[src/fbsa_div.sv]
module fbsa_div (
	input  logic        clk,
	input  logic        arst_n,
	input  logic        start,
	input  logic [63:0] dividend,
	input  logic [47:0] divisor,
	output logic        done,
	output logic [63:0] quotient,
	output logic [47:0] remainder
);

	// restoring divider, one quotient bit per cycle
	logic [63:0] quo_q;
	logic [47:0] rem_q;
	logic [47:0] div_q;
	logic [5:0]  cnt_q;
	logic        run_q;
	logic        done_q;
	logic [48:0] sh;
	logic [48:0] diff;
	logic        ge;

	assign sh   = {rem_q, quo_q[63]};
	assign diff = sh - {1'b0, div_q};
	assign ge   = sh >= {1'b0, div_q};

	always_ff @(posedge clk or negedge arst_n) begin
		if (!arst_n) begin
			run_q  <= 1'b0;
			done_q <= 1'b0;
			cnt_q  <= '0;
		end else begin
			done_q <= 1'b0;
			if (start) begin
				run_q <= 1'b1;
				cnt_q <= '0;
			end else if (run_q) begin
				cnt_q <= cnt_q + 6'd1;
				if (cnt_q == 6'd63) begin
					run_q  <= 1'b0;
					done_q <= 1'b1;
				end
			end
		end
	end

	always_ff @(posedge clk) begin
		if (start) begin
			quo_q <= dividend;
			rem_q <= '0;
			div_q <= divisor;
		end else if (run_q) begin
			quo_q <= {quo_q[62:0], ge};
			rem_q <= ge ? diff[47:0] : sh[47:0];
		end
	end

	assign done      = done_q;
	assign quotient  = quo_q;
	assign remainder = rem_q;

endmodule
[config.mk]
export PLATFORM = sky130hd
export DESIGN_NAME = fbsa_div
export DESIGN_NICKNAME = d
export VERILOG_FILES = /design/src/fbsa_div.sv
export SDC_FILE = /design/constraint.sdc
export NUM_CORES = 1
export LEC_CHECK = 0
export CAP_MARGIN = 40
export CORE_ASPECT_RATIO = 0.7
export CORE_UTILIZATION = 45
export CTS_BUF_LIST = sky130_fd_sc_hd__clkbuf_8
export DETAILED_ROUTE_END_ITERATION = 16
export DONT_BUFFER_PORTS = 1
export PLACE_DENSITY = 0.67
export REMOVE_ABC_BUFFERS = 1
export SETUP_SLACK_MARGIN = 0.15
export SYNTH_ARGS = -nofsm -noshare
export SYNTH_HDL_FRONTEND = slang
export SYNTH_SLANG_ARGS = --single-unit
[constraint.sdc]
create_clock -name clk -period 4 [get_ports clk]
set_input_delay 0.4 -clock clk [delete_from_list [all_inputs] [get_ports clk]]
set_output_delay 0.4 -clock clk [all_outputs]
set_load 0.02 [all_outputs]
==> reports/results.txt <==
Outcome: finished, final reports clean
Post-Syn Area: 9710 µm²
Post-Synth XOR/XNOR Area: 3.97%
Sum Neg Setup Slack: 0 ns
Clk buf depth: 2
Max-slew headroom: 41.9%
Vias per inst: 5.69
Syn avg cell area: 10.6 µm²
Slew @ Worst Pin: 0.870 ns
CP endpoint kind: flip-flop
Grt ovf: 0
Worst vdd ir: 0.260 mV
Startpoint Class: flip-flop
Later-pin clock latency in the skew report: 0.48 ns
Seq/Total Area, Yosys: 46.6%
Mux contribution to synthesized area: 11.5%
Max-Cap Viols: 0
Clock share of power: 20.0%
Adder-Cell Fraction of Synth Area: 6.52%
1st-iter DRT viols: 518
DRT Pass-1 Iters: 6
Switch Pwr: 2.64 mW
Finished Core Util: 53.9%
H-tree depth: 4
Worst setup path category: flip-flop to flip-flop
Final #Nets: 1167
First-pass GRT wire length: 39.2 mm
Synth async-reset ratio: 4.76%
Post-Synth Simple-Gate Area: 10.5%
Yosys warns: 0
DIE AREA: 22200 µm²
Synth Register Bits: 168
Switching part of the total: 40.1%
Top_reg_cell synth: edfxtp_1
Fmax: 270 MHz
Int Pwr: 3.93 mW
GPL Wtd Cong: 0.891
Worst hold-check path type: input port to flip-flop
Most frequent cells in the layout: edfxtp_1, nor2_1, mux2_2, inv_1, buf_4
Comb pwr share: 41.7%
Synth area leader: edfxtp_1
TritonCTS clock tree: done
Distinct cell type count after synthesis: 70
Cells taking the most area after synthesis: edfxtp_1, dfxtp_1, mux2_2
Detailed Route WL: 25.1 mm
Vias in the first global route: 7087
Power Dens Cells: 583 nW/µm²
Most common cell after layout, fill and taps aside: edfxtp_1
Fin. Hold Viols: 0
Layout cell share with drive strength beyond 1: 16.9%
I/O Buffers: 0
Final Setup Violations: 0
Core area: 20900 µm²
Initial antenna violation count: 1
Period utilization: 92.4%
RSZ-0062 raised after global routing: true
Largest net degree at the start of global routing: 152
Die X: 178 µm
Area Growth Syn to Fin: 16.0%
Chip height: 125 µm
Main combinational cell family by area after synthesis: compound AO/OA/AOI/OAI gates
Slew Limit Fails: 0
Row count: 44
Post-DP HPWL: 18.1 mm
Leakage power: 4.52 nW
# IOs: 228
CP required: 4.39 ns
Synth Instances: 918
Final clock skew: 0.0203 ns
CTS Sinks: 168
Worst Path Arrival: 4.09 ns
Post-route ant nets: 0
CP Max Fanout: 13
CTS Root Cell: clkbuf_8
Post-synth EDFFs: 112
Yosys top cell area share: 34.6%
Post-synthesis compound-gate area fraction: 16.1%
Residual DRC: 0
Drt wl/cell: 19.4 µm
Vias: 7351
Total CTS buffers: 17
Reg clk slew, reported paths: 0.11 ns
Total track usage: 22.9%
Initial Utilization: 46.4%
Seq pwr share: 38.3%
Final Critical Period: 3.70 ns
layout make-up:
class / count / area (µm²)
Timing Repair Buffer: 112 / 993
Multi-Input combinational cell: 640 / 4740
Antenna cell: 1 / 2.50
Clock inverter: 15 / 188
Fill cell: 1930 / 9650
Inverter: 63 / 236
Clock buffer: 17 / 234
Tap cell: 276 / 345
Sequential cell: 168 / 4530
synthesized netlist by cell type, types with 30 or more instances:
| cell | count |
|---|---|
| dfxtp_1 | 48 |
| mux2i_1 | 36 |
| xnor2_1 | 30 |
| a21oi_1 | 58 |
| edfxtp_1 | 112 |
| clkbuf_1 | 38 |
| nor2_1 | 67 |
| nand2_1 | 57 |
| inv_1 | 62 |
| mux2_2 | 64 |
| ha_1 | 49 |
| a211oi_1 | 36 |
state kept, by name, summed over array words and instances, names as in the netlist:
register / flops
cnt_q: 6
run_q: 1
remainder: 48
div_q: 48
quotient: 64
done: 1
per-stage QoR:
step | std cells | cell area (µm²) | worst slack (ns) | hold WS [ns] | power (mW)
floorplan | 871 | 9480 | 0.180 | 0.104 | 4.38
global placement | 1201 | 10200 | 0.351 | 0.105 | 5.12
detailed placement | 1201 | 10200 | 0.280 | 0.105 | 5.14
CTS | 1284 | 11200 | 0.255 | 0.00683 | 6.52
global route | 1292 | 11300 | 0.139 | 0.000788 | 6.96
finish | 1292 | 11300 | 0.303 | 0.0682 | 6.57
routing by layer:
metal | part of all wire (%) | routed length [µm] | vias to the layer above | global-route usage, %
met5 | 0 | 0 | - | 0
li1 | - | - | 3580 | -
met3 | 8.1 | 2020 | 20 | 7.23
met1 | 46 | 11600 | 3488 | 31.1
met2 | 45 | 11200 | 263 | 35.1
met4 | 1.3 | 329 | 0 | 5.98
repair_timing:
action,CTS,global route
hold buffers,51,0
buffers inserted,0,7
setup endpoints to repair,0,29
endpoints found under the hold margin,70,0
resized for setup,0,4
kinds of logic (layout without fill, tap and decap cells):
group | after synthesis | in the layout
flip-flops | 168 | 168
AO/OA/AOI/OAI | 231 | 231
AND/OR/NAND/NOR | 212 | 212
adder cells (fa/ha/maj) | 50 | 50
multiplexers | 103 | 103
other | 0 | 1
buffers and inverters | 110 | 207
XOR/XNOR | 44 | 44
power groups by stage:
stage,sequential (mW),combinational [mW],clock (mW)
finish,2.52,2.74,1.31
global route,2.55,2.98,1.42
CTS,2.53,2.64,1.35
detailed placement,2.56,2.58,0
global placement,2.56,2.56,0
floorplan,2.63,1.75,0
critical path, stage by stage, from the launching register on:
cell	delay, ns
dfxtp_1	0.42
ha_2	0.43
nand3_2	0.12
or2_1	0.26
or3b_1	0.40
or4_1	0.54
nor4_2	0.31
a2111oi_2	0.16
o21ai_4	0.24
buf_4	0.20
mux2_1	0.31
a211oi_1	0.22
final timing paths:
check / slack [ns] / endpoint / depth (start not counted) / start
setup / recovery: 0.30 / remainder[0]$_SDFFE_PP0P_ / 11 / remainder[42]$_SDFFE_PP0P_
hold / removal: 0.07 / div_q[29]$_DFFE_PP_ / 0 / start
setup reg to reg: 0.30 / remainder[0]$_SDFFE_PP0P_ / 11 / remainder[42]$_SDFFE_PP0P_
hold reg to reg: 0.54 / remainder[0]$_SDFFE_PP0P_ / 2 / remainder[0]$_SDFFE_PP0P_
max in group asynchronous: 3.44 / run_q$_DFF_PN0_ / 1 / arst_n
min in group asynchronous: 0.27 / cnt_q[1]$_DFFE_PN0P_ / 1 / arst_n
Note: power is estimated with default switching activity, not from simulation.
