===== src/fbsa_pkg.sv =====
package fbsa_pkg;

	localparam int TS_W    = 48;
	localparam int PRICE_W = 32;
	localparam int VOL_W   = 32;
	localparam int VAL_W   = 64;
	localparam int CNT_W   = 32;
	localparam int WCNT_W  = 48;
	localparam int HOP_W   = 32;
	localparam int WF_W    = 11;
	localparam int APB_AW  = 3;
	localparam int APB_DW  = 32;

	// register indexes, decoded from paddr[2]
	localparam logic REG_HOP_MS        = 1'b0;
	localparam logic REG_WINDOW_FRAMES = 1'b1;

	localparam logic [HOP_W-1:0] HOP_RESET = 32'd1000;
	localparam logic [WF_W-1:0]  WF_RESET  = 11'd1024;

	// one ring entry: frame value sum and trade count
	typedef struct packed {
		logic [VAL_W-1:0] value;
		logic [CNT_W-1:0] trades;
	} ring_ent_t;

	// one result item
	typedef struct packed {
		logic [VAL_W-1:0]  mean_value;
		logic [WCNT_W-1:0] window_trades;
		logic [TS_W-1:0]   frame_start_time;
		logic              window_empty;
		logic              gap_truncated;
		logic              last;
	} res_t;

	// configuration state toward the core
	typedef struct packed {
		logic [HOP_W-1:0] hop_ms;
		logic [WF_W-1:0]  window_frames;
		logic             win_wr;
	} cfg_t;

endpackage


===== src/fbsa_cfg.sv =====
module fbsa_cfg (
	input  logic                          clk,
	input  logic                          arst_n,
	input  logic                          psel,
	input  logic                          penable,
	input  logic                          pwrite,
	input  logic [fbsa_pkg::APB_AW-1:0]   paddr,
	input  logic [fbsa_pkg::APB_DW-1:0]   pwdata,
	output logic [fbsa_pkg::APB_DW-1:0]   prdata,
	output logic                          pready,
	output fbsa_pkg::cfg_t                cfg
);

	logic [fbsa_pkg::HOP_W-1:0] hop_q;
	logic [fbsa_pkg::WF_W-1:0]  wf_q;
	logic                       win_wr_q;
	logic                       wr;

	assign pready = 1'b1;
	assign wr     = psel && penable && pwrite;

	// register writes; window size write also pulses a ring clear
	always_ff @(posedge clk or negedge arst_n) begin
		if (!arst_n) begin
			hop_q    <= fbsa_pkg::HOP_RESET;
			wf_q     <= fbsa_pkg::WF_RESET;
			win_wr_q <= 1'b0;
		end else begin
			win_wr_q <= 1'b0;
			if (wr) begin
				case (paddr[2])
					fbsa_pkg::REG_HOP_MS: begin
						hop_q <= pwdata[fbsa_pkg::HOP_W-1:0];
					end
					fbsa_pkg::REG_WINDOW_FRAMES: begin
						wf_q     <= pwdata[fbsa_pkg::WF_W-1:0];
						win_wr_q <= 1'b1;
					end
					default: begin
					end
				endcase
			end
		end
	end

	always_comb begin
		case (paddr[2])
			fbsa_pkg::REG_HOP_MS:        prdata = hop_q;
			fbsa_pkg::REG_WINDOW_FRAMES: prdata = {{(fbsa_pkg::APB_DW-fbsa_pkg::WF_W){1'b0}}, wf_q};
			default:                     prdata = '0;
		endcase
	end

	assign cfg.hop_ms        = hop_q;
	assign cfg.window_frames = wf_q;
	assign cfg.win_wr        = win_wr_q;

endmodule


===== config.mk =====
export PLATFORM = sky130hd
export DESIGN_NAME = fbsa_cfg
export DESIGN_NICKNAME = d
export VERILOG_FILES = /design/src/fbsa_pkg.sv /design/src/fbsa_cfg.sv
export SDC_FILE = /design/constraint.sdc
export NUM_CORES = 1
export LEC_CHECK = 0
export ABC_CLOCK_PERIOD_IN_PS = 1000
export BUFFER_PORTS_ARGS = -buffer_cell sky130_fd_sc_hd__buf_2
export CORE_MARGIN = 4
export CORE_UTILIZATION = 40
export CTS_CLUSTER_DIAMETER = 150
export DETAILED_ROUTE_END_ITERATION = 8
export GPL_ROUTABILITY_DRIVEN = 0
export PLACE_DENSITY = 0.77
export SETUP_SLACK_MARGIN = 0.3
export SKIP_LAST_GASP = 1
export SLEW_MARGIN = 40
export SYNTH_ARGS = -nofsm -noshare
export SYNTH_HDL_FRONTEND = slang
export SYNTH_SLANG_ARGS = --single-unit

===== constraint.sdc =====
create_clock -name clk -period 1 [get_ports clk]
set_input_delay 0.15 -clock clk [delete_from_list [all_inputs] [get_ports clk]]
set_output_delay 0.15 -clock clk [all_outputs]
set_load 0.01 [all_outputs]

==> impl_metrics.xml <==
<?xml version="1.0" encoding="UTF-8"?>
<metrics>
  <group name="status">
    <metric name="outcome" unit="">finished with violations</metric>
    <metric name="violations" unit="">negative setup slack</metric>
  </group>
  <group name="timing">
    <metric name="final_setup_violations" unit="">71</metric>
    <metric name="min_period_over_period" unit="%">127</metric>
    <metric name="rsz0062_at_grt" unit="">true</metric>
    <metric name="fmaxAchievable" unit="MHz">789</metric>
    <metric name="final.setup_skew" unit="ns">0</metric>
    <metric name="finalHoldViolations" unit="">0</metric>
    <metric name="timing.hold.ws" unit="ns">0.0909</metric>
    <metric name="slew_violations" unit="">0</metric>
    <metric name="layout_min_cycle_time" unit="ns">1.27</metric>
    <metric name="setup_slack" unit="ns">-0.268</metric>
  </group>
  <group name="synth">
    <metric name="ys_seq_elements" unit="">44</metric>
    <metric name="yosysWarnings" unit="">0</metric>
    <metric name="yosys.area.top_type" unit="">sky130_fd_sc_hd__dfrtp_1</metric>
    <metric name="synth_area_leaders" unit="">sky130_fd_sc_hd__dfrtp_1 (45%), sky130_fd_sc_hd__mux2_4 (22%), sky130_fd_sc_hd__mux2_2 (13%), sky130_fd_sc_hd__dfstp_2 (8.9%), sky130_fd_sc_hd__nor2b_1 (6.3%)</metric>
    <metric name="syn-instance-count" unit="">133</metric>
    <metric name="cell_variety_after_synth" unit="">13</metric>
    <metric name="post-synth-top-area-fraction" unit="%">44.6</metric>
    <metric name="synth.net_count" unit="">173</metric>
    <metric name="synth.yosys.seq_area_share" unit="%">53.4</metric>
    <metric name="synth_area_per_cell" unit="um^2">15.6</metric>
    <metric name="synth_area" unit="mm^2">0.00208</metric>
  </group>
  <group name="place">
    <metric name="dpl.cell_count" unit="">312</metric>
    <metric name="buffer_ports.inserted" unit="">113</metric>
    <metric name="placedInstanceArea" unit="mm^2">0.00296</metric>
    <metric name="hpwlAfterDp" unit="um">3680</metric>
  </group>
  <group name="pwr">
    <metric name="share_seq_of_total_power" unit="%">32.6</metric>
    <metric name="combinationalPowerShare" unit="%">50.5</metric>
    <metric name="power_switching_share" unit="%">28.4</metric>
    <metric name="power.ir.vdd_worst" unit="mV">1.21</metric>
    <metric name="cellPowerDensity" unit="mW/mm^2">1900</metric>
    <metric name="p_switching" unit="mW">2.24</metric>
    <metric name="total_leakage_power" unit="nW">2.22</metric>
    <metric name="power.internal" unit="mW">5.65</metric>
    <metric name="clkPwrFrac" unit="%">16.9</metric>
  </group>
  <group name="worst_hold_path">
    <metric name="worst_hold_path_type" unit="">in -&gt; reg</metric>
  </group>
  <group name="worst_setup_path">
    <metric name="crit_arrival" unit="ns">1.12</metric>
    <metric name="cp_slowest_stage_delay" unit="ns">0.41</metric>
    <metric name="critPathSlowestCell" unit="">sky130_fd_sc_hd__dfrtp_1</metric>
    <metric name="critical_path.n_buffers_inverters" unit="">1</metric>
    <metric name="worst-path-max-fanout" unit="">2</metric>
    <metric name="path_class" unit="">reg -&gt; out</metric>
    <metric name="cell_breakdown_of_the_critical_path" unit="">mux2_2, buf_6</metric>
    <metric name="cp_data_required_time" unit="ns">0.85</metric>
    <metric name="critPathCaptureType" unit="">primary output</metric>
    <metric name="crit_path_start_kind" unit="">flop</metric>
    <metric name="critical_path.top_delay_family" unit="">flip-flops</metric>
  </group>
  <group name="clocking">
    <metric name="cts.sink_count" unit="">44</metric>
    <metric name="cts.clk_slew.worst_paths" unit="ns">0.08</metric>
    <metric name="numCtsBuffers" unit="">5</metric>
    <metric name="ctsHtreeMaxLevel" unit="">2</metric>
    <metric name="cts_tree" unit="">built</metric>
    <metric name="clockRootBuffer" unit="">sky130_fd_sc_hd__clkbuf_8</metric>
    <metric name="max-clock-path-buffers" unit="">2</metric>
    <metric name="clock_latency_at_the_later_pin_of_the_worst_skew_pair" unit="ns">0.28</metric>
  </group>
  <group name="die">
    <metric name="design.core.area" unit="mm^2">0.00488</metric>
    <metric name="area_of_the_die" unit="mm^2">0.00641</metric>
    <metric name="die_w" unit="um">80.1</metric>
    <metric name="pin_count" unit="">117</metric>
    <metric name="initial_utilization" unit="%">42.6</metric>
    <metric name="floorplan.rows" unit="">25</metric>
    <metric name="die-height" unit="um">80.1</metric>
  </group>
  <group name="drt">
    <metric name="antenna_left" unit="">0</metric>
    <metric name="wl" unit="um">7240</metric>
    <metric name="first_iter_violations" unit="">57</metric>
    <metric name="detailroute.via_count" unit="">1738</metric>
    <metric name="drt-wirelength-per-cell" unit="um">19.2</metric>
    <metric name="drt_drc_violations_left" unit="">0</metric>
    <metric name="drtPass1Iterations" unit="">4</metric>
    <metric name="route.detailed.vias_per_inst" unit="">4.61</metric>
  </group>
  <group name="cells_and_area">
    <metric name="most_frequent_cells_in_the_layout" unit="">sky130_fd_sc_hd__buf_6 (108), sky130_fd_sc_hd__buf_2 (56), sky130_fd_sc_hd__mux2_4 (51)</metric>
    <metric name="fillCellCount" unit="">235</metric>
    <metric name="num_antenna_cells" unit="">0</metric>
    <metric name="drive_gt1_share" unit="%">86.8</metric>
    <metric name="areaGrowthSynthToFinish" unit="%">99.6</metric>
    <metric name="finalNetCount" unit="">349</metric>
    <metric name="stdcell_area" unit="mm^2">0.00415</metric>
    <metric name="stdcell_count" unit="">377</metric>
    <metric name="layout_commonest_cell" unit="">sky130_fd_sc_hd__buf_6</metric>
  </group>
  <group name="global_routing">
    <metric name="first_pass_grt_wire_length" unit="um">9940</metric>
    <metric name="grt_start_max_net_pins" unit="">45</metric>
    <metric name="globalRouteMet3Util" unit="%">5.38</metric>
    <metric name="groute.usage.overall" unit="%">20.2</metric>
    <metric name="use_met2" unit="%">37.9</metric>
    <metric name="gr-max-usage-layer" unit="">met2</metric>
    <metric name="grt_use_met1" unit="%">22.9</metric>
    <metric name="grt_antenna_before_repair" unit="">0</metric>
    <metric name="first_global_vias" unit="">1942</metric>
    <metric name="final_global_route_overflow_total" unit="">0</metric>
  </group>
  <group name="run">
    <metric name="maxCapViolations" unit="">0</metric>
  </group>
</metrics>
## layer usage
layer,up-vias,wire (um)
li1,797,-
met1,869,2470
met2,62,4310
met3,10,333
met4,0,128
met5,-,0
## path summary, 6_finish.rpt
path	startpoint	to	slack (ns)	cells after the start
worst max register to register	wf_q[6]	wf_q[6]	-0.13	4
worst min-delay path	pwdata[21]	hop_q[21]	0.09	2
max in group asynchronous	arst_n	hop_q[8]	0.36	3
worst max-delay path	hop_q[2]	prdata[2]	-0.27	2
worst min register to register	hop_q[16]	hop_q[16]	0.55	1
min in group asynchronous	arst_n	hop_q[25]	0.38	3
## flip-flops by register name (all words and copies together), names as in the netlist
signal	cells
wf_q	11
hop_q	32
win_wr_q	1
## synthesized netlist by cell type (all sizes together)
master,number
nand4b,1
dfstp,7
mux2,54
clkbuf,2
conb,1
dfrtp,37
buf,8
inv,1
nor2b,21
nand4,1
## per-stage QoR
step / utilization, % / total power, mW / setup TNS [ns] / setup slack, ns
6_report: 85.0 / 7.89 / -9.27 / -0.268
5_1_grt: 85.0 / 8.25 / -12.06 / -0.298
4_1_cts: 78.5 / 7.20 / -6.97 / -0.234
3_5_place_dp: 60.6 / 4.68 / -5.86 / -0.139
3_3_place_gp: 60.6 / 4.63 / -4.69 / -0.109
2_1_floorplan: - / 3.78 / -1.55 / -0.0487
## power by group through the flow
stage / registers [mW] / logic (mW) / clock network [mW]
floorplan: 2.69 / 1.09 / 0
global placement: 2.54 / 2.09 / 0
detailed placement: 2.54 / 2.14 / 0
CTS: 2.50 / 3.35 / 1.34
global route: 2.62 / 4.20 / 1.43
finish: 2.57 / 3.99 / 1.33
## final cells by class
cell class / instances / area (um^2) / area share, %
multi-input combinational: 78 / 1120 / 27.1
clock buffer: 6 / 72.6 / 1.75
sequential: 44 / 1110 / 26.8
timing repair buffer: 179 / 1720 / 41.5
clock inverter: 2 / 35.0 / 0.845
tap: 67 / 83.8 / 2.02
inverter: 1 / 3.75 / 0.0905
## worst register-to-register path: stages, from the launching register on
cell                      delay, ns
sky130_fd_sc_hd__dfrtp_1       0.42
sky130_fd_sc_hd__buf_4         0.15
sky130_fd_sc_hd__buf_6         0.11
sky130_fd_sc_hd__buf_6         0.10
sky130_fd_sc_hd__mux2_4        0.25
## logic make-up (layout without fill, tap and decap cells)
| group | after synthesis | count (layout) | synth area share, % |
|---|---|---|---|
| mux | 54 | 54 | 34.7 |
| simple gates | 23 | 23 | 7.77 |
| buf+inv | 11 | 188 | 3.92 |
| flops | 44 | 44 | 53.4 |
| other cells | 1 | 1 | 0.181 |
## repair_timing
item                                    CTS  global route
hold endpoints to repair                 37             0
hold buffers                              1             0
endpoints found under the setup margin  119           119
gates resized for setup                  89            39
gates cloned                              2             0
buffers inserted                         32            22
No activity file was read; power rests on OpenSTA's default activity.
